File: config.mk
export PLATFORM = sky130hd
export DESIGN_NAME = rhsi_cell
export DESIGN_NICKNAME = d
export VERILOG_FILES = /design/src/hw/rtl/rhsi_pkg.sv /design/src/hw/rtl/rhsi_cell.sv
export SDC_FILE = /design/constraint.sdc
export NUM_CORES = 1
export LEC_CHECK = 0
export ABC_AREA = 1
export BUFFER_PORTS_ARGS = -buffer_cell sky130_fd_sc_hd__buf_2
export CAP_MARGIN = 20
export CORE_MARGIN = 2
export CORE_UTILIZATION = 30
export CTS_CLUSTER_SIZE = 30
export DETAILED_ROUTE_END_ITERATION = 10
export MAX_ROUTING_LAYER = met4
export PLACE_DENSITY = 0.47
export SLEW_MARGIN = 40
export SYNTH_ARGS = -nofsm -noshare
export SYNTH_HDL_FRONTEND = slang
export SYNTH_SLANG_ARGS = --single-unit
File: constraint.sdc
create_clock -name clk_i -period 10.2 [get_ports clk_i]
set_input_delay 0.51 -clock clk_i [delete_from_list [all_inputs] [get_ports clk_i]]
set_output_delay 0.51 -clock clk_i [all_outputs]
set_load 0.02 [all_outputs]
File: src/hw/rtl/rhsi_pkg.sv
// package with types, constants and helpers of the rgb to hsi converter
package rhsi_pkg;

  localparam int unsigned CordicSteps = 20;
  localparam int unsigned DivSteps    = 8;
  localparam int unsigned StepW       = 5;
  localparam int unsigned XyW         = 33;
  localparam int unsigned ZW          = 25;
  localparam int unsigned RemW        = 19;
  localparam int unsigned DenW        = 11;
  localparam int unsigned FracIn      = 20;
  localparam logic [20:0] Sqrt3Q20    = 21'd1816187;
  localparam logic [16:0] Recip3      = 17'd43691;
  localparam logic signed [ZW-1:0] QuarterZ  = ZW'(45 <<< 16);
  localparam logic signed [ZW-1:0] HalfTurnZ = ZW'(90 <<< 16);
  localparam logic signed [ZW-1:0] FullTurnZ = ZW'(180 <<< 16);
  localparam logic signed [ZW-1:0] RoundHalf = ZW'(32768);

  typedef struct packed {
    logic signed [XyW-1:0] x;
    logic signed [XyW-1:0] y;
    logic signed [ZW-1:0]  z;
    logic [RemW-1:0]       rem;
    logic [DenW-1:0]       den;
    logic [7:0]            quo;
    logic [7:0]            inten;
    logic                  flat;
    logic                  flip;
  } stage_t;

  function automatic logic signed [ZW-1:0] atan_lut(input logic [StepW-1:0] idx);
    logic signed [ZW-1:0] v;
    case (idx)
      5'd0:    v = ZW'(1474560);
      5'd1:    v = ZW'(870484);
      5'd2:    v = ZW'(459940);
      5'd3:    v = ZW'(233473);
      5'd4:    v = ZW'(117189);
      5'd5:    v = ZW'(58652);
      5'd6:    v = ZW'(29333);
      5'd7:    v = ZW'(14667);
      5'd8:    v = ZW'(7334);
      5'd9:    v = ZW'(3667);
      5'd10:   v = ZW'(1833);
      5'd11:   v = ZW'(917);
      5'd12:   v = ZW'(458);
      5'd13:   v = ZW'(229);
      5'd14:   v = ZW'(115);
      5'd15:   v = ZW'(57);
      5'd16:   v = ZW'(29);
      5'd17:   v = ZW'(14);
      5'd18:   v = ZW'(7);
      5'd19:   v = ZW'(4);
      default: v = '0;
    endcase
    return v;
  endfunction

  // arithmetic right shift rounding toward zero
  function automatic logic signed [XyW-1:0] shift_tz(input logic signed [XyW-1:0] v,
                                                     input logic [StepW-1:0] s);
    logic signed [XyW-1:0] r;
    if (v[XyW-1]) begin
      r = -((-v) >>> s);
    end else begin
      r = v >>> s;
    end
    return r;
  endfunction

endpackage

File: src/hw/rtl/rhsi_cell.sv
// one chain cell: a vectoring cordic step and, in the first cells, one quotient bit
module rhsi_cell (
  input  logic                         clk_i,
  input  logic                         rst_ni,
  input  logic [rhsi_pkg::StepW-1:0]   step_i,
  input  logic                         valid_i,
  output logic                         ready_o,
  input  rhsi_pkg::stage_t             data_i,
  output logic                         valid_o,
  input  logic                         ready_i,
  output rhsi_pkg::stage_t             data_o
);
  import rhsi_pkg::*;

  logic                  valid_q;
  stage_t                data_q, data_d;
  logic signed [XyW-1:0] xs, ys;
  logic signed [ZW-1:0]  ang;
  logic [2:0]            bit_sel;
  logic [RemW-1:0]       trial;

  always_comb begin
    data_d = data_i;
    xs  = shift_tz(data_i.x, step_i);
    ys  = shift_tz(data_i.y, step_i);
    ang = atan_lut(step_i);
    if (!data_i.y[XyW-1]) begin
      data_d.x = data_i.x + ys;
      data_d.y = data_i.y - xs;
      data_d.z = data_i.z + ang;
    end else begin
      data_d.x = data_i.x - ys;
      data_d.y = data_i.y + xs;
      data_d.z = data_i.z - ang;
    end
    bit_sel = 3'(DivSteps - 1) - step_i[2:0];
    trial   = RemW'(data_i.den) << bit_sel;
    if ((step_i < StepW'(DivSteps)) && (data_i.rem >= trial)) begin
      data_d.rem = data_i.rem - trial;
      data_d.quo = data_i.quo | (8'd1 << bit_sel);
    end
  end

  assign ready_o = !valid_q || ready_i;

  always_ff @(posedge clk_i or negedge rst_ni) begin
    if (!rst_ni) begin
      valid_q <= 1'b0;
    end else if (ready_o) begin
      valid_q <= valid_i;
    end
  end

  always_ff @(posedge clk_i) begin
    if (ready_o && valid_i) begin
      data_q <= data_d;
    end
  end

  assign valid_o = valid_q;
  assign data_o  = data_q;
endmodule

==> results.json <==
{
  "status": "finished, final reports clean",
  "grt_pass1_wl_mm": 154,
  "synth-compound-area-share": 0.133,
  "track_usage": 0.249,
  "drv_cap": 0,
  "async_reset_ff_frac": 0.00714,
  "rr_endpoint": "data_o[91]",
  "die_x_um": 288,
  "tns_ns": 0,
  "cp_common_cell": "nand2_1",
  "min_path_type": "input pin to flop",
  "synth_top_area_frac": 0.193,
  "slowest_delay_ns": 0.55,
  "synth.avg_cell_area_um2": 5.93,
  "grt_max_degree": 199,
  "nets": 4514,
  "synth_top_family_by_area": "simple AND/OR/NAND/NOR gates",
  "max_freq_ghz": 0.145,
  "cp_max_fo": 66,
  "syn_area_um2": 24100,
  "worst_skew_pair.late_latency_ns": 0.50,
  "syn_inst": 4063,
  "globalplace.congestion": 0.963,
  "worstMarginPinSlew_ns": 0.828,
  "place_hpwl_mm": 84.4,
  "vias_per_cell": 5.14,
  "rows": 103,
  "detail_route.iter0.violations": 2156,
  "clk_pin_slew_ns": 0.07,
  "p_clk_frac": 0.212,
  "vias": 27259,
  "p_int_mw": 1.70,
  "synth-xor-area-share": 0.0676,
  "design.die.area_um2": 82700,
  "wire_per_inst_um": 19.4,
  "cp-end-kind": "flop",
  "synth_fa_ha_area_frac": 0.0677,
  "drc": 0,
  "synth_mux_area_frac": 0.0162,
  "initial_core_util": 0.304,
  "pwr-share-comb": 0.539,
  "core_um2": 79300,
  "required_ns": 10.46,
  "finalClockSkew_ns": 0.0159,
  "cts_hold_buf": 1,
  "rr_startpoint": "valid_o",
  "clock-sinks": 140,
  "synth_edf_count": 139,
  "drtAntennaViolNets": 0,
  "cts_tree": "built",
  "synthesis.nets": 4339,
  "slew_viol_final": 0,
  "cts.htree.levels": 4,
  "yosys.area.top_type": "nand2_1",
  "leakage_nw": 13.2,
  "cts_made_buffers": 17,
  "grt_pass1_vias": 25662,
  "synth_cell_type_count": 65,
  "rsz0062_at_grt": "no",
  "relSlewSlack": 0.448,
  "layout-drive-gt1-share": 0.131,
  "p_switching_mw": 1.48,
  "yosys.area_share.simple": 0.449,
  "cp-endpoint": "data_o[138]",
  "synthTopCellsByArea": "nand2_1 (19%), edfxtp_1 (17%), nand3_1 (12%)",
  "ys_warn_count": 0,
  "area_growth_syn_to_layout_pct": 12.2,
  "antenna_found_initial": 2,
  "cts_setup_buffers": 0,
  "synth_seq_cells": 140,
  "critical_path.startpoint_type": "input pin",
  "ys.flop_type": "edfxtp_1",
  "seqPwrFrac": 0.249,
  "power_density_nw_per_um2": 118,
  "min_period_ns": 6.89,
  "die_h_um": 288,
  "port_buffers": 288,
  "r2r_slack_ns": 8.50,
  "num_io_pins": 289,
  "cts_max_path_buffers": 2,
  "path_class": "input pin to flop",
  "cts_root_buf": "clkbuf_16",
  "ir_drop_v": 0.000106,
  "yosysSeqAreaShare": 0.174,
  "totalWireLength_mm": 103,
  "crit_start": "step_i[1]",
  "cts-resized-gates": 0,
  "post-route-period-util": 0.675,
  "cpMaxStageDelayCell": "nor2_1",
  "hold_viol": 0,
  "cp_data_arrival_time_ns": 7.15,
  "total_power_mw": 3.19,
  "p_sw_frac": 0.466,
  "grt.overflow.total": 0,
  "setup_viol": 0,
  "first_pass_iters": 6,
  "r2r_cells": 2
}
[synth_stat cells (19+ instances only)]
library cell     n
a21oi_1        166
buf_1           34
buf_2           64
clkbuf_1        54
edfxtp_1       139
ha_1           124
inv_1          381
inv_2           22
mux2i_1         38
nand2_1       1242
nand2_2         47
nand3_1        571
nand3_2         25
nand4_1         54
nor2_1         355
nor2_2          46
nor2_4          19
o21ai_0        261
o21ai_1         31
xnor2_1         46
xor2_1         140
[cells by family (layout without fill, tap and decap cells)]
kind of cell | count (synthesis) | after routing
other cells | 0 | 1
fa+ha+maj | 128 | 128
simple gates | 2427 | 2427
xor+xnor | 186 | 186
buf+inv | 566 | 754
compound gates | 577 | 577
flops | 140 | 140
mux | 39 | 39
[layout make-up]
| class | count | area, µm² |
|---|---|---|
| clock buffers | 18 | 429 |
| flip-flops and latches | 140 | 4200 |
| multi-input cells | 3357 | 17700 |
| inverters | 410 | 1540 |
| repair buffers | 312 | 1660 |
| well taps | 1050 | 1310 |
| diodes | 1 | 2.50 |
| clock inverters | 14 | 184 |
| fillers | 9017 | 52200 |
[critical path, delay by kind of cell]
kind	cells	cell delay, ns
AOI/OAI and AO/OA	6	1.41
xor gates and xnor gates	2	0.37
adders and majority gates	2	0.58
buffers and inverters	5	1.26
and+or+nand+nor	23	2.96
[layer usage]
layer,GRT usage,part of all wire
met5,-,0
met4,0.0742,0.025
met1,0.312,0.44
met2,0.419,0.48
met3,0.0276,0.050
[state kept, by name, summed over array words and instances, names as in the netlist]
| name | flops |
|---|---|
| data_o | 139 |
| valid_o | 1 |
[power groups by stage]
stage	sequential (mW)	clock (mW)	combinational (mW)
floorplan	0.921	0	1.08
global placement	0.804	0	1.72
detailed placement	0.807	0	1.71
CTS	0.794	0.705	1.72
global route	0.800	0.718	1.90
finish	0.792	0.677	1.72
[worst min-delay path by stage]
stage / from / cells after the start / end / slack, ns
6_report: data_i[1] / 1 / data_o[1] / 0.19
5_1_grt: data_i[4] / 1 / data_o[4] / 0.16
4_1_cts: data_i[4] / 1 / data_o[4] / 0.14
3_5_place_dp: rst_ni / 1 / valid_o / 0.29
3_3_place_gp: rst_ni / 1 / valid_o / 0.29
2_1_floorplan: rst_ni / 0 / valid_o / 0.21
[cells in the final DEF (no fill, tap or decap), drive strengths merged, types with 124 or more instances in the layout]
master  Yosys  layout
a21oi     167     167
buf       102     311
edfxtp    139     139
ha        124     124
inv       403     411
nand2    1299    1299
nand3     597     597
nor2      427     427
o21ai     298     298
xor2      140     140
[per-stage QoR]
stage	instances	utilization	hold slack [ns]	setup WS, ns	area [µm²]
5_1_grt	5301	0.341	0.160	2.56	27100
3_5_place_dp	5268	0.333	0.287	2.88	26400
6_report	5302	0.341	0.191	3.31	27100
4_1_cts	5301	0.341	0.136	3.43	27000
3_3_place_gp	5268	0.333	0.286	2.93	26400
2_1_floorplan	4063	-	0.214	2.28	24100
Power figures use the tool's default switching activity.
