**src/hw/rtl/rhsi_pkg.sv**
```systemverilog
// package with types, constants and helpers of the rgb to hsi converter
package rhsi_pkg;

  localparam int unsigned CordicSteps = 20;
  localparam int unsigned DivSteps    = 8;
  localparam int unsigned StepW       = 5;
  localparam int unsigned XyW         = 33;
  localparam int unsigned ZW          = 25;
  localparam int unsigned RemW        = 19;
  localparam int unsigned DenW        = 11;
  localparam int unsigned FracIn      = 20;
  localparam logic [20:0] Sqrt3Q20    = 21'd1816187;
  localparam logic [16:0] Recip3      = 17'd43691;
  localparam logic signed [ZW-1:0] QuarterZ  = ZW'(45 <<< 16);
  localparam logic signed [ZW-1:0] HalfTurnZ = ZW'(90 <<< 16);
  localparam logic signed [ZW-1:0] FullTurnZ = ZW'(180 <<< 16);
  localparam logic signed [ZW-1:0] RoundHalf = ZW'(32768);

  typedef struct packed {
    logic signed [XyW-1:0] x;
    logic signed [XyW-1:0] y;
    logic signed [ZW-1:0]  z;
    logic [RemW-1:0]       rem;
    logic [DenW-1:0]       den;
    logic [7:0]            quo;
    logic [7:0]            inten;
    logic                  flat;
    logic                  flip;
  } stage_t;

  function automatic logic signed [ZW-1:0] atan_lut(input logic [StepW-1:0] idx);
    logic signed [ZW-1:0] v;
    case (idx)
      5'd0:    v = ZW'(1474560);
      5'd1:    v = ZW'(870484);
      5'd2:    v = ZW'(459940);
      5'd3:    v = ZW'(233473);
      5'd4:    v = ZW'(117189);
      5'd5:    v = ZW'(58652);
      5'd6:    v = ZW'(29333);
      5'd7:    v = ZW'(14667);
      5'd8:    v = ZW'(7334);
      5'd9:    v = ZW'(3667);
      5'd10:   v = ZW'(1833);
      5'd11:   v = ZW'(917);
      5'd12:   v = ZW'(458);
      5'd13:   v = ZW'(229);
      5'd14:   v = ZW'(115);
      5'd15:   v = ZW'(57);
      5'd16:   v = ZW'(29);
      5'd17:   v = ZW'(14);
      5'd18:   v = ZW'(7);
      5'd19:   v = ZW'(4);
      default: v = '0;
    endcase
    return v;
  endfunction

  // arithmetic right shift rounding toward zero
  function automatic logic signed [XyW-1:0] shift_tz(input logic signed [XyW-1:0] v,
                                                     input logic [StepW-1:0] s);
    logic signed [XyW-1:0] r;
    if (v[XyW-1]) begin
      r = -((-v) >>> s);
    end else begin
      r = v >>> s;
    end
    return r;
  endfunction

endpackage

```
**src/hw/rtl/rhsi_front.sv**
```systemverilog
// input stage: channel differences, cordic start vector, divider operands, intensity
module rhsi_front (
  input  logic                  clk_i,
  input  logic                  rst_ni,
  input  logic                  valid_i,
  output logic                  ready_o,
  input  logic [7:0]            red_i,
  input  logic [7:0]            green_i,
  input  logic [7:0]            blue_i,
  output logic                  valid_o,
  input  logic                  ready_i,
  output rhsi_pkg::stage_t      data_o
);
  import rhsi_pkg::*;

  logic                  valid_q;
  stage_t                data_q, data_d;
  logic signed [10:0]    c, d, v;
  logic [7:0]            ad;
  logic [28:0]           py_mag;
  logic signed [XyW-1:0] px, py;
  logic [9:0]            sum, mn3;
  logic [7:0]            mn;
  logic [26:0]           inten_prod;

  always_comb begin
    c  = 11'($signed({1'b0, red_i}))   - 11'($signed({1'b0, blue_i}));
    d  = 11'($signed({1'b0, green_i})) - 11'($signed({1'b0, blue_i}));
    ad = d[10] ? 8'(-d) : d[7:0];
    v  = (c <<< 1) - d;
    px = XyW'(v) <<< FracIn;
    py_mag = 29'(ad) * 29'(Sqrt3Q20);
    py = XyW'($signed({1'b0, py_mag}));

    sum = 10'(red_i) + 10'(green_i) + 10'(blue_i);
    mn  = red_i;
    if (green_i < mn) mn = green_i;
    if (blue_i < mn) mn = blue_i;
    mn3 = 10'(mn) + 10'({mn, 1'b0});
    inten_prod = 27'(sum + 10'd1) * 27'(Recip3);

    data_d = '0;
    if (px[XyW-1]) begin
      data_d.x = py;
      data_d.y = -px;
      data_d.z = QuarterZ;
    end else begin
      data_d.x = px;
      data_d.y = py;
      data_d.z = '0;
    end
    if (sum == '0) begin
      data_d.rem = '0;
      data_d.den = DenW'(1);
    end else begin
      data_d.rem = RemW'(sum - mn3) * RemW'(510) + RemW'(sum);
      data_d.den = {sum, 1'b0};
    end
    data_d.quo   = '0;
    data_d.inten = inten_prod[24:17];
    data_d.flat  = (red_i == green_i) && (green_i == blue_i);
    data_d.flip  = blue_i > green_i;
  end

  assign ready_o = !valid_q || ready_i;

  always_ff @(posedge clk_i or negedge rst_ni) begin
    if (!rst_ni) begin
      valid_q <= 1'b0;
    end else if (ready_o) begin
      valid_q <= valid_i;
    end
  end

  always_ff @(posedge clk_i) begin
    if (ready_o && valid_i) begin
      data_q <= data_d;
    end
  end

  assign valid_o = valid_q;
  assign data_o  = data_q;
endmodule

```
**config.mk**
```make
export PLATFORM = sky130hd
export DESIGN_NAME = rhsi_front
export DESIGN_NICKNAME = d
export VERILOG_FILES = /design/src/hw/rtl/rhsi_pkg.sv /design/src/hw/rtl/rhsi_front.sv
export SDC_FILE = /design/constraint.sdc
export NUM_CORES = 1
export LEC_CHECK = 0
export BUFFER_PORTS_ARGS = -buffer_cell sky130_fd_sc_hd__buf_2
export CORE_MARGIN = 5
export CORE_UTILIZATION = 60
export DETAILED_ROUTE_END_ITERATION = 12
export PLACE_DENSITY_LB_ADDON = 0.05
export SLEW_MARGIN = 20
export SYNTH_ARGS = -nofsm -noshare
export SYNTH_HDL_FRONTEND = slang
export SYNTH_SLANG_ARGS = --single-unit
```
**constraint.sdc**
```tcl
create_clock -name clk_i -period 10.4 [get_ports clk_i]
set_input_delay 1.56 -clock clk_i [delete_from_list [all_inputs] [get_ports clk_i]]
set_output_delay 1.56 -clock clk_i [all_outputs]
set_load 0.05 [all_outputs]
```
==> results of run 1 <==
==> cell usage after synthesis, drive strengths merged (2+ instances only) <==
master and count:
or4 2, a2111oi 2, edfxtp 103, o31ai 2, and2 10, a31oi 10, a221oi 4, a211oi 6
ha 241, buf 44, a21o 44, xor2 58, and3 12, nand2 57, a211o 4, nor3 19
inv 244, or2 5, a21oi 84, nand2b 9, clkbuf 11, nand4 9, o221ai 2, nor2b 12
nand4b 3, a31o 4, a21boi 3, nor2 107, xnor2 94, o21bai 25, nor4 3, a22o 2
o21ai 48, nand3 14, a221o 3, or3 3, o21a 9, o2111ai 2, a311oi 3, nand3b 5
o211ai 2, mux2i 12, fa 144
==> flip-flops by register name, indices dropped and copies added (netlist names) <==
signal	flops
valid_o	1
data_o	103
==> final cells by class <==
class	instances	area [sq um]	share of cell area
diodes	1	2.502	0.0001414
clock inverters	7	86.33	0.004879
well taps	324	405.4	0.02291
inverters	244	918.4	0.05190
repair buffers	272	1762	0.09956
flip-flops and latches	104	3118	0.1762
multi-input cells	1131	11180	0.6317
clock buffers	9	225.2	0.01273
==> logic make-up (layout without fill, tap and decap cells) <==
logic type      Yosys count  in the layout
fa+ha+maj               386            386
buf+inv                 299            532
simple gates            275            275
compound gates          268            268
xor+xnor                152            152
flops                   104            104
mux                      14             14
other cells               1             37
==> stage by stage <==
stage	utilization	hold slack [ns]	cell area, sq um
2_1_floorplan	-	1.175	15220
4_1_cts	0.7064	0.5696	17230
6_report	0.7255	0.5641	17690
3_5_place_dp	0.6936	0.5464	16920
5_1_grt	0.7255	0.6177	17690
3_3_place_gp	0.6936	0.5176	16920
==> worst reg2reg max path: cells and delay by family (launching register included) <==
kind          cells  cell delay, ns
flops             1            0.39
simple gates      2            0.67
buf+inv           1            0.75
==> worst max path at each step <==
stage	from	cells past startpoint	endpoint	slack (ns)
after detailed placement	red_i[1]	40	data_o[47]	-0.32
after floorplan	red_i[1]	45	data_o[47]	0.03
after CTS	red_i[1]	40	data_o[47]	0.04
final	red_i[1]	41	data_o[47]	0.21
after global placement	red_i[1]	40	data_o[47]	-0.09
after global routing	red_i[1]	40	data_o[47]	-0.16
==> per-layer routing <==
metal  vias to the layer above  global-route usage  part of all wire
li1                       5538                   -                 -
met3                        43             0.02947             0.044
met1                      5472              0.3453              0.43
met2                       229              0.4573              0.51
met4                         0             0.06281             0.017
met5                         -                   0                 0
==> repair_timing <==
action | CTS | global route
setup buffers | 0 | 7
resized for setup | 0 | 70
setup endpoints to repair | 0 | 7
==> metrics.cfg, run 1 <==
[logic_synthesis]
ys_ff_latch = 104
synthMuxAreaShare = 0.01034
synth-edff-count = 103
seq_area_frac_synth = 0.2095
synthXorXnorAreaFrac = 0.09097
yosysWarnings = 0
synth.top_cell.area_share = 0.2078
syn_inst = 1499
synth_compound_area_frac = 0.1177
synth_top_area_cell = edfxtp_1
synth_top_family_by_area = adder cells
synthAdderAreaFrac = 0.3970
synth_area_sq_um = 14880
async_flop_share = 0.009615
synth-simple-area-share = 0.08820
synthTopCellsByArea = edfxtp_1 (21%), ha_1 (20%), fa_1 (19%)
synth-main-ff-cell = edfxtp_1
avgSynthCellArea_sq_um = 9.928
synth.distinct_cells = 76

[global_routing]
grt_pass1_vias = 11780
grt_overflow_total = 0
grt_pass1_wl_microns = 59360
grt_start_max_net_pins = 63
antenna_found_initial = 1
grt_usage = 0.2597

[detailed_routing]
drt_iter0_drc = 516
vias = 11280
dr.pass1.iters = 5
antenna_left = 0
drc = 0
post_drt_wl_per_cell_microns = 17.29
vias_per_cell = 5.393
drt_wl_total_microns = 36180

[clock_tree]
clockBufferDepth = 2
cts_tree = built
numCtsBuffers = 9
clkTransAtPathRegs_ns = 0.10
insertion_delay_ns = 0.37
cts_sinks = 104
cts-root-buf = clkbuf_16
htreeDepth = 3
holdBufCountCts = 0

[job]
maxCapViolCount = 0

[worst_setup_path]
required_ns = 10.53
crit_family = adder cells
cp_slowest_stage_delay_ns = 0.55
critPathKind = input port to flip-flop
end_kind = flip-flop
critPathSlowestCell = fa_1
r2r_cells = 3
cp_num_buf_inv = 8
timing.rr.start = valid_o
crit_fanout = 8
start_kind = input port
reg2reg_slack_ns = 8.15
arrival_ns = 10.32
r2r-end = data_o[6]
cp_common_cell = ha_4

[min_path]
hold_depth = 2
hp-start = valid_o
hp-class = flip-flop to flip-flop
holdPathEnd = valid_o

[finish]
fillers = 1892
drive_gt1_frac = 0.2151
layout_common_cells = inv_1 (239), ha_1 (224), fa_1 (143)
layout_commonest_cell = inv_1
syn_to_final_growth_pct = 18.90
layout.nets = 2175
stdcell_count = 2092

[sta]
rsz0062_at_grt = yes
tns_ns = 0
slew-limit-headroom = 0.3006
finalCritPeriodShare = 0.9802
setup_viol = 0
fmax_mhz = 98.10
min_period_ns = 10.19
worstMarginPinSlew_ns = 1.043
hold_viol_final = 0
worst_slack_ns = 0.2064
slew_viol_final = 0
finClkSkew_ns = 0.01234

[placement]
place_congestion = 0.9480
post-place-ws_ns = -0.3178
hpwlAfterDp_microns = 30460
dp_cells = 2067
portBuffers = 136

[floorplanning]
die_w_microns = 167.5
dieArea_sq_um = 28050
die_y_microns = 167.5
core_sq_um = 24390
start_util = 0.6101
num_rows = 57
ios = 169

[run_status]
status = finished clean

Power of run 1 is not shown: default switching activity piles up to over one toggle a cycle in this logic, so the estimate is an artifact.
==> run 2: changes to the inputs <==
Settings changed: REMOVE_ABC_BUFFERS set to 1.
==> run 2 against run 1 <==
Against the previous run: the flow now finishes with violations (setup timing); largest cell class unchanged; core utilization grew 2.7 points; via count is 3.6% higher; clock skew is 0.0054 ns higher; highest routed layer unchanged.
==> metrics.cfg, run 2 (synthesized netlist as in run 1, its figures left out) <==
[placement]
portBuffers = 136
place_congestion = 0.9312
hpwlAfterDp_microns = 29730
post-place-ws_ns = -0.8237
dp_cells = 2106

[sta]
worst_slack_ns = -0.007180
setup_viol = 1
finalCritPeriodShare = 1.001
hold_viol_final = 0
rsz0062_at_grt = yes
worstMarginPinSlew_ns = 0.8030
slew_viol_final = 0
slew-limit-headroom = 0.4646
tns_ns = -0.007180
finClkSkew_ns = 0.01776
fmax_mhz = 96.09
min_period_ns = 10.41

[finish]
layout_commonest_cell = inv_1
layout.nets = 2228
fillers = 1741
syn_to_final_growth_pct = 23.31
stdcell_count = 2147
drive_gt1_frac = 0.2516
layout_common_cells = inv_1 (235), ha_1 (216), buf_4 (177)
largest_reg_flops = 103

[global_routing]
antenna_found_initial = 2
grt_pass1_vias = 11940
grt_usage = 0.2552
grt_overflow_total = 0
grt_start_max_net_pins = 63
grt_pass1_wl_microns = 58750

[worst_setup_path]
critPathSlowestCell = fa_1
timing.rr.start = valid_o
required_ns = 10.52
arrival_ns = 10.53
r2r-end = data_o[24]
crit_family = adder cells
start_kind = input port
cp_num_buf_inv = 9
cp_slowest_stage_delay_ns = 0.53
end_kind = flip-flop
cp_common_cell = ha_4
critPathKind = input port to flip-flop
r2r_cells = 3
reg2reg_slack_ns = 8.18
crit_fanout = 6

[run_status]
status = complete, but fails checks
failed_checks = setup timing

[min_path]
hold_depth = 2
hp-class = flip-flop to flip-flop
holdPathEnd = valid_o
hp-start = valid_o

[detailed_routing]
drc = 0
drt_wl_total_microns = 37590
vias = 11690
drt_iter0_drc = 756
dr.pass1.iters = 5
vias_per_cell = 5.442
post_drt_wl_per_cell_microns = 17.51
antenna_left = 0

[floorplanning]
start_util = 0.6101
ios = 169
num_rows = 57
die_w_microns = 167.5
die_y_microns = 167.5
dieArea_sq_um = 28050
core_sq_um = 24390

[job]
maxCapViolCount = 0

[clock_tree]
clkTransAtPathRegs_ns = 0.10
cts_sinks = 104
clockBufferDepth = 2
holdBufCountCts = 0
htreeDepth = 3
cts_tree = built
cts-root-buf = clkbuf_16
numCtsBuffers = 9
insertion_delay_ns = 0.38

-- run 2: worst min-delay path: stages, from the launching register on --
cell,delay (ns)
dfrtp_1,0.35
nand2b_1,0.09
nand2b_1,0.08
-- run 2: worst max-delay path by stage --
| stage | start | end | slack [ns] | cells after the start |
|---|---|---|---|---|
| after floorplan | red_i[1] | data_o[47] | -1.70 | 39 |
| after global placement | red_i[1] | data_o[47] | -0.49 | 40 |
| after detailed placement | red_i[1] | data_o[47] | -0.82 | 40 |
| after CTS | red_i[1] | data_o[47] | 0.03 | 45 |
| after global routing | red_i[1] | data_o[47] | -0.38 | 46 |
| final | red_i[1] | data_o[47] | -0.007 | 44 |
-- run 2: layout make-up --
| type | count | area (sq um) | area share |
|---|---|---|---|
| Antenna cell | 3 | 7.507 | 0.0004091 |
| Clock buffer | 9 | 225.2 | 0.01227 |
| Clock inverter | 7 | 61.31 | 0.003341 |
| Inverter | 244 | 918.4 | 0.05004 |
| Multi-Input combinational cell | 1131 | 11420 | 0.6223 |
| Sequential cell | 104 | 3118 | 0.1699 |
| Tap cell | 324 | 405.4 | 0.02209 |
| Timing Repair Buffer | 325 | 2196 | 0.1197 |
-- run 2: routing by layer --
metal  track usage  part of all wire  wire (microns)
met1        0.3333              0.41           15360
met2        0.4568              0.52           19430
met3       0.02687             0.050            1880
met4       0.06351             0.025             922
met5             0                 0               0
-- run 2: metrics by stage --
step | util | hold slack (ns) | area [sq um]
after global routing | 0.7523 | 0.6112 | 18350
after global placement | 0.6981 | 0.5042 | 17030
after detailed placement | 0.6981 | 0.5399 | 17030
after CTS | 0.7156 | 0.5582 | 17450
after floorplan | - | 1.175 | 14650
final | 0.7524 | 0.5442 | 18350
-- run 2: repair_timing --
item                                    in CTS  in global routing
resized for setup                           21                126
pin swaps                                    3                 62
buffers inserted                             2                 19
gates cloned                                 1                  0
endpoints found under the setup margin       7                  9
Power of run 2 is left out for the same reason.
