`src/hw/rtl/rhsi_pkg.sv`:
```
// package with types, constants and helpers of the rgb to hsi converter
package rhsi_pkg;

  localparam int unsigned CordicSteps = 20;
  localparam int unsigned DivSteps    = 8;
  localparam int unsigned StepW       = 5;
  localparam int unsigned XyW         = 33;
  localparam int unsigned ZW          = 25;
  localparam int unsigned RemW        = 19;
  localparam int unsigned DenW        = 11;
  localparam int unsigned FracIn      = 20;
  localparam logic [20:0] Sqrt3Q20    = 21'd1816187;
  localparam logic [16:0] Recip3      = 17'd43691;
  localparam logic signed [ZW-1:0] QuarterZ  = ZW'(45 <<< 16);
  localparam logic signed [ZW-1:0] HalfTurnZ = ZW'(90 <<< 16);
  localparam logic signed [ZW-1:0] FullTurnZ = ZW'(180 <<< 16);
  localparam logic signed [ZW-1:0] RoundHalf = ZW'(32768);

  typedef struct packed {
    logic signed [XyW-1:0] x;
    logic signed [XyW-1:0] y;
    logic signed [ZW-1:0]  z;
    logic [RemW-1:0]       rem;
    logic [DenW-1:0]       den;
    logic [7:0]            quo;
    logic [7:0]            inten;
    logic                  flat;
    logic                  flip;
  } stage_t;

  function automatic logic signed [ZW-1:0] atan_lut(input logic [StepW-1:0] idx);
    logic signed [ZW-1:0] v;
    case (idx)
      5'd0:    v = ZW'(1474560);
      5'd1:    v = ZW'(870484);
      5'd2:    v = ZW'(459940);
      5'd3:    v = ZW'(233473);
      5'd4:    v = ZW'(117189);
      5'd5:    v = ZW'(58652);
      5'd6:    v = ZW'(29333);
      5'd7:    v = ZW'(14667);
      5'd8:    v = ZW'(7334);
      5'd9:    v = ZW'(3667);
      5'd10:   v = ZW'(1833);
      5'd11:   v = ZW'(917);
      5'd12:   v = ZW'(458);
      5'd13:   v = ZW'(229);
      5'd14:   v = ZW'(115);
      5'd15:   v = ZW'(57);
      5'd16:   v = ZW'(29);
      5'd17:   v = ZW'(14);
      5'd18:   v = ZW'(7);
      5'd19:   v = ZW'(4);
      default: v = '0;
    endcase
    return v;
  endfunction

  // arithmetic right shift rounding toward zero
  function automatic logic signed [XyW-1:0] shift_tz(input logic signed [XyW-1:0] v,
                                                     input logic [StepW-1:0] s);
    logic signed [XyW-1:0] r;
    if (v[XyW-1]) begin
      r = -((-v) >>> s);
    end else begin
      r = v >>> s;
    end
    return r;
  endfunction

endpackage

```
`src/hw/rtl/rhsi_back.sv`:
```
// output stage: angle clamp, half turn fold, hue rounding, output register
module rhsi_back (
  input  logic             clk_i,
  input  logic             rst_ni,
  input  logic             valid_i,
  output logic             ready_o,
  input  rhsi_pkg::stage_t data_i,
  output logic             valid_o,
  input  logic             ready_i,
  output logic [7:0]       hue_o,
  output logic [7:0]       saturation_o,
  output logic [7:0]       intensity_o
);
  import rhsi_pkg::*;

  logic                 valid_q;
  logic [7:0]           hue_q, hue_d, sat_q, int_q;
  logic signed [ZW-1:0] theta, h, hr;

  always_comb begin
    theta = data_i.z;
    if (theta[ZW-1]) theta = '0;
    if (theta > HalfTurnZ) theta = HalfTurnZ;
    h  = data_i.flip ? (FullTurnZ - theta) : theta;
    hr = h + RoundHalf;
    hue_d = data_i.flat ? 8'd0 : hr[23:16];
  end

  assign ready_o = !valid_q || ready_i;

  always_ff @(posedge clk_i or negedge rst_ni) begin
    if (!rst_ni) begin
      valid_q <= 1'b0;
    end else if (ready_o) begin
      valid_q <= valid_i;
    end
  end

  always_ff @(posedge clk_i) begin
    if (ready_o && valid_i) begin
      hue_q <= hue_d;
      sat_q <= data_i.quo;
      int_q <= data_i.inten;
    end
  end

  assign valid_o      = valid_q;
  assign hue_o        = hue_q;
  assign saturation_o = sat_q;
  assign intensity_o  = int_q;
endmodule

```
`config.mk`:
```
export PLATFORM = sky130hd
export DESIGN_NAME = rhsi_back
export DESIGN_NICKNAME = d
export VERILOG_FILES = /design/src/hw/rtl/rhsi_pkg.sv /design/src/hw/rtl/rhsi_back.sv
export SDC_FILE = /design/constraint.sdc
export NUM_CORES = 1
export LEC_CHECK = 0
export BUFFER_PORTS_ARGS = -buffer_cell sky130_fd_sc_hd__buf_2
export CAP_MARGIN = 10
export CORE_MARGIN = 4
export CORE_UTILIZATION = 37
export CTS_CLUSTER_DIAMETER = 120
export DETAILED_ROUTE_END_ITERATION = 16
export GPL_ROUTABILITY_DRIVEN = 0
export PLACE_DENSITY = 0.89
export SYNTH_ARGS = -nofsm -noshare
export SYNTH_HDL_FRONTEND = slang
export SYNTH_SLANG_ARGS = --single-unit
```
`constraint.sdc`:
```
create_clock -name clk_i -period 3.3 [get_ports clk_i]
set_input_delay 0.495 -clock clk_i [delete_from_list [all_inputs] [get_ports clk_i]]
set_output_delay 0.495 -clock clk_i [all_outputs]
set_load 0.02 [all_outputs]
```
==> metrics.md, run 1 <==
| Metric | Value |
|---|---|
| Iteration count of the initial detailed-routing pass | `4` |
| Top_reg_cell synth | `edfxtp_1` |
| Sequential-to-total area share from yosys stat | `49.0%` |
| DRT Wirelength | `3720 µm` |
| Setup ws final | `0.501 ns` |
| Placement Setup Slack | `0.239 ns` |
| Finish-stage setup viols | `0` |
| Kind of critical path | `input port to register` |
| Crit path cell chain | `buf_2 -> or2_1 -> or2_4 -> o41a_1 -> nor3_1 -> ha_1 -> inv_1 -> nor4_4 -> a21o_1 -> a21oi_1` |
| Synth Warn # | `0` |
| Drt wl/cell | `14.1 µm` |
| Crit-path max cell delay | `approximately 0.5 ns` |
| Crit. End Element | `register` |
| TritonCTS clock tree | `yes` |
| Post-Synth Adder-Cell Area | `0.822%` |
| Drc violations | `0` |
| Status | `completed` |
| Number of global-route vias before repair | `approximately 1200` |
| Largest net degree at the start of global routing | `25` |
| DRT iter0 DRCs | `53` |
| Max VDD drop | `roughly 0.00032 V` |
| TritonCTS Buffers | `3` |
| Post-DR vias/cell | `5.23` |
| Initial Utilization | `38.0%` |
| Post-Synthesis Cell Area | `1520 µm²` |
| Die W | `72.1 µm` |
| P_leak | `just over 0.8 nW` |
| Commonest non-fill, non-tap cell in the layout | `buf_2` |
| Rel. slew slack | `32.1%` |
| Mux contribution to synthesized area | `1.32%` |
| CP delay by family, top | `simple AND/OR/NAND/NOR gates` |
| P per Cell Area | `365 nW/µm²` |
| Post-synthesis cell count | `141` |
| Share of post-route cells with drive strength above 1 | `42.3%` |
| Async S/R FF share, synth | `4.00%` |
| Worst-skew pair later-pin latency | `0.27 ns` |
| RSZ-0062 raised after global routing | `no` |
| Fin crit share | `84.8%` |
| GRT Util Overall | `13.4%` |
| Minimum clock period | `2.80 ns` |
| Startpoint Class | `input port` |
| Die Area | `5200 µm²` |
| Post-synthesis register bit count | `25` |
| Fmax | `roughly 0.36 GHz` |
| I/O Buffers | `72` |
| Simple-Gate Fraction of Synth Area | `22.3%` |
| Num rows | `23` |
| Post-Synth XOR/XNOR Area | `approximately 3.5%` |
| Global-route wire length before repair | `5580 µm` |
| Slowest CP cell | `o41a_1` |
| Distinct cells, synth | `49` |
| Least-Margin Pin Slew | `~1 ns` |
| Fill count | `391` |
| H-tree depth | `1` |
| Nets | `358` |
| Largest family of logic cells by synthesized area | `simple AND/OR/NAND/NOR gates` |
| Yosys top cell area share | `~47%` |
| Worst Setup SP | `data_i[69]` |
| Worst path bufs/invs | `2` |
| Hold crit path type | `input port to register` |
| N_diodes | `0` |
| Final Hold Vio Count | `0` |
| Worst Path Arrival | `2.82 ns` |
| Post-synth EDFFs | `24` |
| Num ports | `169` |
| Routed vias | `1375` |
| Total setup buffers inserted after CTS | `0` |
| DP Wirelength | `~2900 µm` |
| Post-synth net total | `285` |
| Initial antenna violation count | `0` |
| Area delta synth->final | `30.7%` |
| Min-delay src | `data_i[12]` |
| Clk root buf | `clkbuf_8` |
| Syn avg cell area | `approximately 11 µm²` |
| Max cap viols | `0` |
| CTS max path bufs | `2` |
| Most frequent cells in the layout | `72 x buf_2, 24 x edfxtp_1, 14 x nor2_1, 9 x nor3_1, 8 x nand2_1` |
| Post-DRT Antenna Nets | `0` |
| Die Y | `72.1 µm` |
| Crit Path Max Fanout | `10` |
| Clk_skew | `0.00812 ns` |
| Compound-cell area share of the yosys netlist | `18.9%` |
| Slew Viols, Final | `0` |
| Total grt overflow | `0` |
| Sink Count | `25` |
| Core area | `4000 µm²` |
| Cell taking the most area after synthesis | `edfxtp_1` |
| Launch point of the worst reg-to-reg path | `valid_o` |
| Setup_tns | `0 ns` |
| Worst-path clk slew | `0.09 ns` |
| CP Data Required Time | `3.32 ns` |
| Top post-synthesis cells by area | `edfxtp_1 47%, nor2_1 3.5%, nor3_1 3.0%` |
[layout make-up]
class                      count  area, µm²  share of cell area [%]
clock inverter                 1       7.51                   0.378
clock buffer                   3       41.3                    2.08
sequential                    25        746                    37.5
multi-input combinational    102        712                    35.8
inverter                       5       18.8                   0.944
tap                           50       62.6                    3.15
timing repair buffer          77        400                    20.1
[worst paths after layout]
kind	endpoint	cells past startpoint	slack, ns
worst max-delay path	hue_o[5]	10	0.50
worst min-delay path	saturation_o[2]	1	0.40
worst max register to register	intensity_o[1]	2	1.61
worst min register to register	valid_o	2	0.56
max in group asynchronous	valid_o	2	2.63
min in group asynchronous	valid_o	2	0.58
[cell usage after synthesis (all sizes together) (4+ instances only)]
cell and n:
edfxtp 24, nor2 14, nor3 9, nand2 8, a21oi 6, nand3 6
clkbuf 5, inv 5, nand2b 5, nor4 5, o21ai 5, or2 5
buf 4
[state kept, by name, summed over array words and instances, names as in the netlist]
signal	flops
valid_o	1
intensity_o	8
saturation_o	8
hue_o	8
[per-layer routing]
layer / part of all wire [%] / vias to the layer above / GRT usage [%]
met4: 0.43 / 0 / 1.88
met5: 0 / - / 0
met3: 6.5 / 2 / 3.05
li1: - / 683 / -
met1: 44 / 641 / 17.7
met2: 49 / 49 / 23.1
[report_power, final]
part / switching, W / internal (W)
clock network: 0.0000935 / 0.0000854
registers: 0.00000387 / 0.000371
logic: 0.000105 / 0.0000684
[cells by family (layout without fill, tap and decap cells)]
group | after synthesis | after routing
flops | 25 | 25
fa+ha+maj | 1 | 1
mux | 2 | 2
simple gates | 59 | 59
compound gates | 34 | 34
xor+xnor | 6 | 6
buf+inv | 14 | 86
[repair_timing]
action / in CTS / in global routing
resized for setup: 0 / 0
setup endpoints to repair: 0 / 0
hold endpoints to repair: 1 / 0
hold buffers: 1 / 0
[stage by stage]
step | power, W | util [%] | hold slack (ns) | instance area (µm²) | instances
after floorplan | 0.000491 | - | 0.199 | 1520 | 141
after global placement | 0.000549 | 48.2 | 0.270 | 1930 | 258
after detailed placement | 0.000554 | 48.2 | 0.277 | 1930 | 258
after CTS | 0.000730 | 49.7 | 0.390 | 1990 | 263
after global routing | 0.000757 | 49.7 | 0.385 | 1990 | 263
final | 0.000727 | 49.7 | 0.397 | 1990 | 263
Note: power is estimated with default switching activity, not from simulation.
==> inputs of run 2 (changes only) <==
--- a/config.mk
+++ b/config.mk
@@ -8,11 +8,11 @@
 export BUFFER_PORTS_ARGS = -buffer_cell sky130_fd_sc_hd__buf_2
 export CAP_MARGIN = 10
 export CORE_MARGIN = 4
-export CORE_UTILIZATION = 37
+export CORE_UTILIZATION = 31
 export CTS_CLUSTER_DIAMETER = 120
 export DETAILED_ROUTE_END_ITERATION = 16
 export GPL_ROUTABILITY_DRIVEN = 0
-export PLACE_DENSITY = 0.89
+export PLACE_DENSITY = 0.8
 export SYNTH_ARGS = -nofsm -noshare
 export SYNTH_HDL_FRONTEND = slang
 export SYNTH_SLANG_ARGS = --single-unit
==> constraint.sdc (replaced) <==
create_clock -name clk_i -period 2.38 [get_ports clk_i]
set_input_delay 0.357 -clock clk_i [delete_from_list [all_inputs] [get_ports clk_i]]
set_output_delay 0.357 -clock clk_i [all_outputs]
set_load 0.02 [all_outputs]
==> run 2 against run 1 <==
Die area up 17%. Critical path type unchanged. Sequential share of layout area down 4.3 points. Hold slack worse by 0.13 ns. Critical path depth unchanged.
==> metrics.md, run 2 (synthesis results as in run 1) <==
| Metric | Value |
|---|---|
| Clk_skew | `0.00212 ns` |
| Share of post-route cells with drive strength above 1 | `51.5%` |
| Nets | `378` |
| Kind of critical path | `input port to register` |
| Minimum clock period | `~2.2 ns` |
| Iteration count of the initial detailed-routing pass | `4` |
| Total grt overflow | `0` |
| Final Hold Vio Count | `0` |
| Status | `completed` |
| Drc violations | `0` |
| Rel. slew slack | `60.8%` |
| H-tree depth | `1` |
| Number of global-route vias before repair | `1374` |
| Min-delay src | `data_i[17]` |
| Power, Total | `0.00104 W` |
| Crit Path Max Fanout | `4` |
| P per Cell Area | `461 nW/µm²` |
| Worst Path Arrival | `2.25 ns` |
| Fin crit share | `93.8%` |
| Hold crit path type | `input port to register` |
| Routed vias | `1423` |
| Setup_tns | `0 ns` |
| Num rows | `25` |
| Hold path depth | `1` |
| TritonCTS clock tree | `yes` |
| Area delta synth->final | `47.6%` |
| CP Data Required Time | `2.39 ns` |
| GRT Util Overall | `between 10% and 20%` |
| Post-DRT Antenna Nets | `0` |
| DRT Wirelength | `3740 µm` |
| Num ports | `169` |
| CTS max path bufs | `2` |
| Global-route wire length before repair | `6020 µm` |
| Die W | `78.1 µm` |
| Most frequent cells in the layout | `70 x buf_2, 24 x edfxtp_1, 24 x buf_4, 14 x nor2_1, 8 x nand2_1` |
| Post-DR vias/cell | `4.74` |
| Commonest non-fill, non-tap cell in the layout | `buf_2` |
| Largest net degree at the start of global routing | `25` |
| RSZ-0062 raised after global routing | `yes` |
| TritonCTS Buffers | `3` |
| Placement Setup Slack | `-0.224 ns` |
| Initial antenna violation count | `0` |
| N_diodes | `0` |
| Sink Count | `25` |
| Slew Viols, Final | `0` |
| Core area | `4720 µm²` |
| Clk root buf | `clkbuf_8` |
| Finish-stage setup viols | `0` |
| Crit-path max cell delay | `0.49 ns` |
| Die Area | `a little over 6000 µm²` |
| Launch point of the worst reg-to-reg path | `valid_o` |
| Reg2reg path depth | `3` |
| Area taken by multi-input logic gates | `790 µm²` |
| Initial Utilization | `32.2%` |
| Max cap viols | `0` |
| I/O Buffers | `72` |
| DP Wirelength | `3000 µm` |
| R2R Path End | `hue_o[2]` |
| Die Y | `78.1 µm` |
| DRT iter0 DRCs | `81` |
| Least-Margin Pin Slew | `0.585 ns` |
| Worst-case hold path end point | `saturation_o[7]` |
| Slowest CP cell | `o41a_1` |
| Max VDD drop | `0.000275 V` |
| FF/Latch Area | `746 µm²` |
| Worst-skew pair later-pin latency | `0.26 ns` |
| Crit. End Element | `register` |
| Fill count | `444` |
| R2R Setup Slk | `between 1 and 1.5 ns` |
| Drt wl/cell | `approximately 12 µm` |
| Crit path cell chain | `buf_2 -> nor4_4 -> nand4_1 -> o41a_1 -> nor3_2 -> ha_2 -> inv_2 -> nor4_4 -> buf_4 -> nor3_2` |
| Worst-path clk slew | `0.08 ns` |
| Fmax | `about 0.45 GHz` |
| Startpoint Class | `input port` |
| P_leak | `0.937 nW` |
| Setup ws final | `approximately 0.15 ns` |
## run 2: area by class of cell
| cell class | count | share of cell area, % |
|---|---|---|
| Clock buffer | 4 | 2.01 |
| Inverter | 5 | 0.836 |
| Timing Repair Buffer | 97 | 25.1 |
| Multi-Input combinational cell | 102 | 35.2 |
| Sequential cell | 25 | 33.2 |
| Tap cell | 67 | 3.73 |
## run 2: worst max-delay path, delay by kind of cell
kind            cells  cell delay, ns
compound gates      1            0.49
fa+ha+maj           1            0.20
buf+inv             3            0.34
simple gates        5            0.87
## run 2: worst max path at each step
stage,start,end
final,data_i[55],hue_o[3]
after global routing,data_i[55],hue_o[7]
after CTS,data_i[51],hue_o[5]
after detailed placement,data_i[51],hue_o[5]
after global placement,data_i[51],hue_o[5]
after floorplan,data_i[51],hue_o[5]
## run 2: per-layer routing
metal,vias up,track usage (%),part of all wire [%]
met5,-,0,0
met4,0,1.05,0
met3,0,2.75,5.6
met2,41,20.2,49
met1,658,16.3,45
li1,724,-,-
## run 2: what timing repair did
item	in CTS	in global routing
setup buffers	0	2
endpoints found under the hold margin	1	0
hold buffers	1	0
endpoints found under the setup margin	0	3
gates resized for setup	0	7
## run 2: metrics by stage
stage                     instance area, µm²  hold slack [ns]  std cells  util, %
final                                   2250            0.266        300     47.5
after detailed placement                2140            0.132        293     45.4
after floorplan                         1590           0.0614        141        -
after global placement                  2140            0.133        293     45.4
after CTS                               2200            0.262        298     46.5
after global routing                    2250            0.250        300     47.5
## run 2: where the power goes
group,internal [W],leakage (nW),switching [W]
clock network,0.000119,0.0228,0.000120
logic,0.000120,0.672,0.000158
registers,0.000513,0.242,0.00000551
total,0.000753,0.937,0.000283
==> inputs of run 3 (changes only) <==
--- a/config.mk
+++ b/config.mk
@@ -7,12 +7,14 @@
 export LEC_CHECK = 0
 export BUFFER_PORTS_ARGS = -buffer_cell sky130_fd_sc_hd__buf_2
 export CAP_MARGIN = 10
+export CELL_PAD_IN_SITES_DETAIL_PLACEMENT = 1
+export CELL_PAD_IN_SITES_GLOBAL_PLACEMENT = 1
 export CORE_MARGIN = 4
-export CORE_UTILIZATION = 31
+export CORE_UTILIZATION = 20
 export CTS_CLUSTER_DIAMETER = 120
 export DETAILED_ROUTE_END_ITERATION = 16
 export GPL_ROUTABILITY_DRIVEN = 0
-export PLACE_DENSITY = 0.8
+export PLACE_DENSITY = 0.78
 export SYNTH_ARGS = -nofsm -noshare
 export SYNTH_HDL_FRONTEND = slang
 export SYNTH_SLANG_ARGS = --single-unit
==> run 3 against run 2 <==
Via count up 2.5%. Non-clock buffer count increased by 1. Routed wire length is 23% higher. Hold slack got worse by 0.0016 ns. Global-route usage shrank 1.9 points. Final area is 1.1% higher. Critical path type unchanged.
==> metrics.md, run 3 (synthesis results as in run 1) <==
| Metric | Value |
|---|---|
| P_leak | `0.934 nW` |
| I/O Buffers | `slightly above 70` |
| Clk root buf | `clkbuf_8` |
| Status | `completed` |
| Die W | `95.2 µm` |
| Fin area | `around 2300 µm²` |
| Number of global-route vias before repair | `~1600` |
| P per Cell Area | `about 460 nW/µm²` |
| Sink Count | `25` |
| Total grt overflow | `0` |
| Fin crit share | `95.0%` |
| CTS max path bufs | `2` |
| Slew Viols, Final | `0` |
| Max cap viols | `0` |
| Sw Ratio | `28.1%` |
| R2R Setup Slk | `1.10 ns` |
| Finish-stage setup viols | `0` |
| Die Area | `9070 µm²` |
| Initial Utilization | `approximately 21%` |
| Kind of critical path | `input port to register` |
| Drt wl/cell | `13.8 µm` |
| Sequential power share | `approximately half` |
| Crit. End Element | `register` |
| Num ports | `between 150 and 200` |
| RSZ-0062 raised after global routing | `yes` |
| Iteration count of the initial detailed-routing pass | `4` |
| Share of post-route cells with drive strength above 1 | `a little over 50%` |
| Area delta synth->final | `49.3%` |
| DP Wirelength | `3840 µm` |
| N_diodes | `0` |
| Placed cell areas | `roughly 2200 µm²` |
| Die Y | `95.2 µm` |
| Worst Path Arrival | `around 2.3 ns` |
| Fill count | `878` |
| Worst path bufs/invs | `2` |
| Final Hold Vio Count | `0` |
| Drc violations | `0` |
| DRT Wirelength | `approximately 4600 µm` |
| Nets | `379` |
| Least-Margin Pin Slew | `0.485 ns` |
| H-tree depth | `1` |
| CP Data Required Time | `2.40 ns` |
| TritonCTS Buffers | `3` |
| Commonest non-fill, non-tap cell in the layout | `buf_2` |
| CP delay by family, top | `simple AND/OR/NAND/NOR gates` |
| Largest net degree at the start of global routing | `25` |
| Worst-path clk slew | `~0.08 ns` |
| Switching power | `~0.0003 W` |
| GRT Util Overall | `10.0%` |
| Worst-skew pair later-pin latency | `around 0.26 ns` |
| Minimum clock period | `2.26 ns` |
| Fmax | `around 0.44 GHz` |
| Hold crit path type | `input port to register` |
| Max VDD drop | `0.000214 V` |
| FF/Latch Area | `746 µm²` |
| Startpoint Class | `input port` |
| Crit path cell chain | `buf_2 -> nor4_4 -> nand4_1 -> o41a_1 -> nor3_2 -> ha_2 -> inv_2 -> nor4_4 -> a21o_1 -> a21oi_1` |
| DRT iter0 DRCs | `between 70 and 80` |
| Worst hold slack | `about 0.26 ns` |
| Post-DR vias/cell | `4.38` |
| Internal power | `0.000751 W` |
| Global-route wire length before repair | `7340 µm` |
| Post-DRT Antenna Nets | `0` |
| Crit Path Max Fanout | `4` |
| Routed vias | `1459` |
| Clock share of power | `between 20 and 25%` |
| Slowest CP cell | `o41a_1` |
| Rel. slew slack | `between 60 and 70%` |
| Crit-path max cell delay | `0.51 ns` |
| CP dominant cell by count | `nor4_4` |
| Combinational power share | `between 20% and 30%` |
| Most frequent cells in the layout | `71 x buf_2, 25 x buf_4, 24 x edfxtp_1, 14 x nor2_1, 8 x nand2_1` |
| Area taken by multi-input logic gates | `roughly 770 µm²` |
| Num rows | `31` |
| TritonCTS clock tree | `yes` |
| Clk_skew | `0.00532 ns` |
| Core area | `7330 µm²` |
| Initial antenna violation count | `0` |
==> run 3: final cells by class <==
class / instances / area share [%]
timing repair buffer: 98 / 24.8
clock inverter: 1 / 0.220
inverter: 5 / 0.826
multi-input combinational: 102 / 34.0
clock buffer: 3 / 1.82
sequential: 25 / 32.8
tap: 99 / 5.45
==> run 3: power by group through the flow <==
stage | combinational [W] | sequential (W) | clock [W]
final | 0.000283 | 0.000519 | 0.000241
after global routing | 0.000310 | 0.000522 | 0.000268
after CTS | 0.000284 | 0.000520 | 0.000254
after detailed placement | 0.000282 | 0.000530 | 0
after global placement | 0.000272 | 0.000529 | 0
after floorplan | 0.000123 | 0.000564 | 0
==> run 3: worst register-to-register path, cell delays in order, from the launching register on <==
cell and delay [ns]:
dfrtp_1 0.39, nand2b_1 0.11, and2_1 0.13, buf_4 0.31
==> run 3: path summary, 6_finish.rpt <==
check	cells past startpoint	to	start
setup / recovery	10	hue_o[5]	data_i[55]
hold / removal	1	saturation_o[0]	data_i[10]
setup reg to reg	3	hue_o[2]	valid_o
hold reg to reg	2	valid_o	valid_o
max in group asynchronous	2	valid_o	rst_ni
min in group asynchronous	2	valid_o	rst_ni
==> run 3: through the flow <==
stage          utilization, %  instances  power, W  worst slack (ns)  setup TNS, ns
4_1_cts                  30.7        332   0.00106            0.0320              0
3_5_place_dp             30.0        327  0.000812            -0.313          -1.18
2_1_floorplan               -        141  0.000687            -0.164         -0.324
3_3_place_gp             30.0        327  0.000800            -0.223         -0.848
5_1_grt                  31.0        333   0.00110           -0.0244        -0.0244
6_report                 31.0        333   0.00104             0.119              0
==> run 3: per-layer routing <==
metal,track usage [%],up-vias,routed length (µm)
met1,9.97,716,1630
met3,1.50,6,77
li1,-,725,-
met2,20.9,12,2840
met4,2.64,0,64
met5,0,-,0
==> run 3: timing repair <==
| item | in CTS | in global routing |
|---|---|---|
| pin swaps | 0 | 8 |
| setup endpoints to repair | 2 | 4 |
| hold endpoints to repair | 1 | 0 |
| gates resized for setup | 1 | 2 |
| hold buffers | 1 | 0 |
| buffers inserted | 0 | 1 |
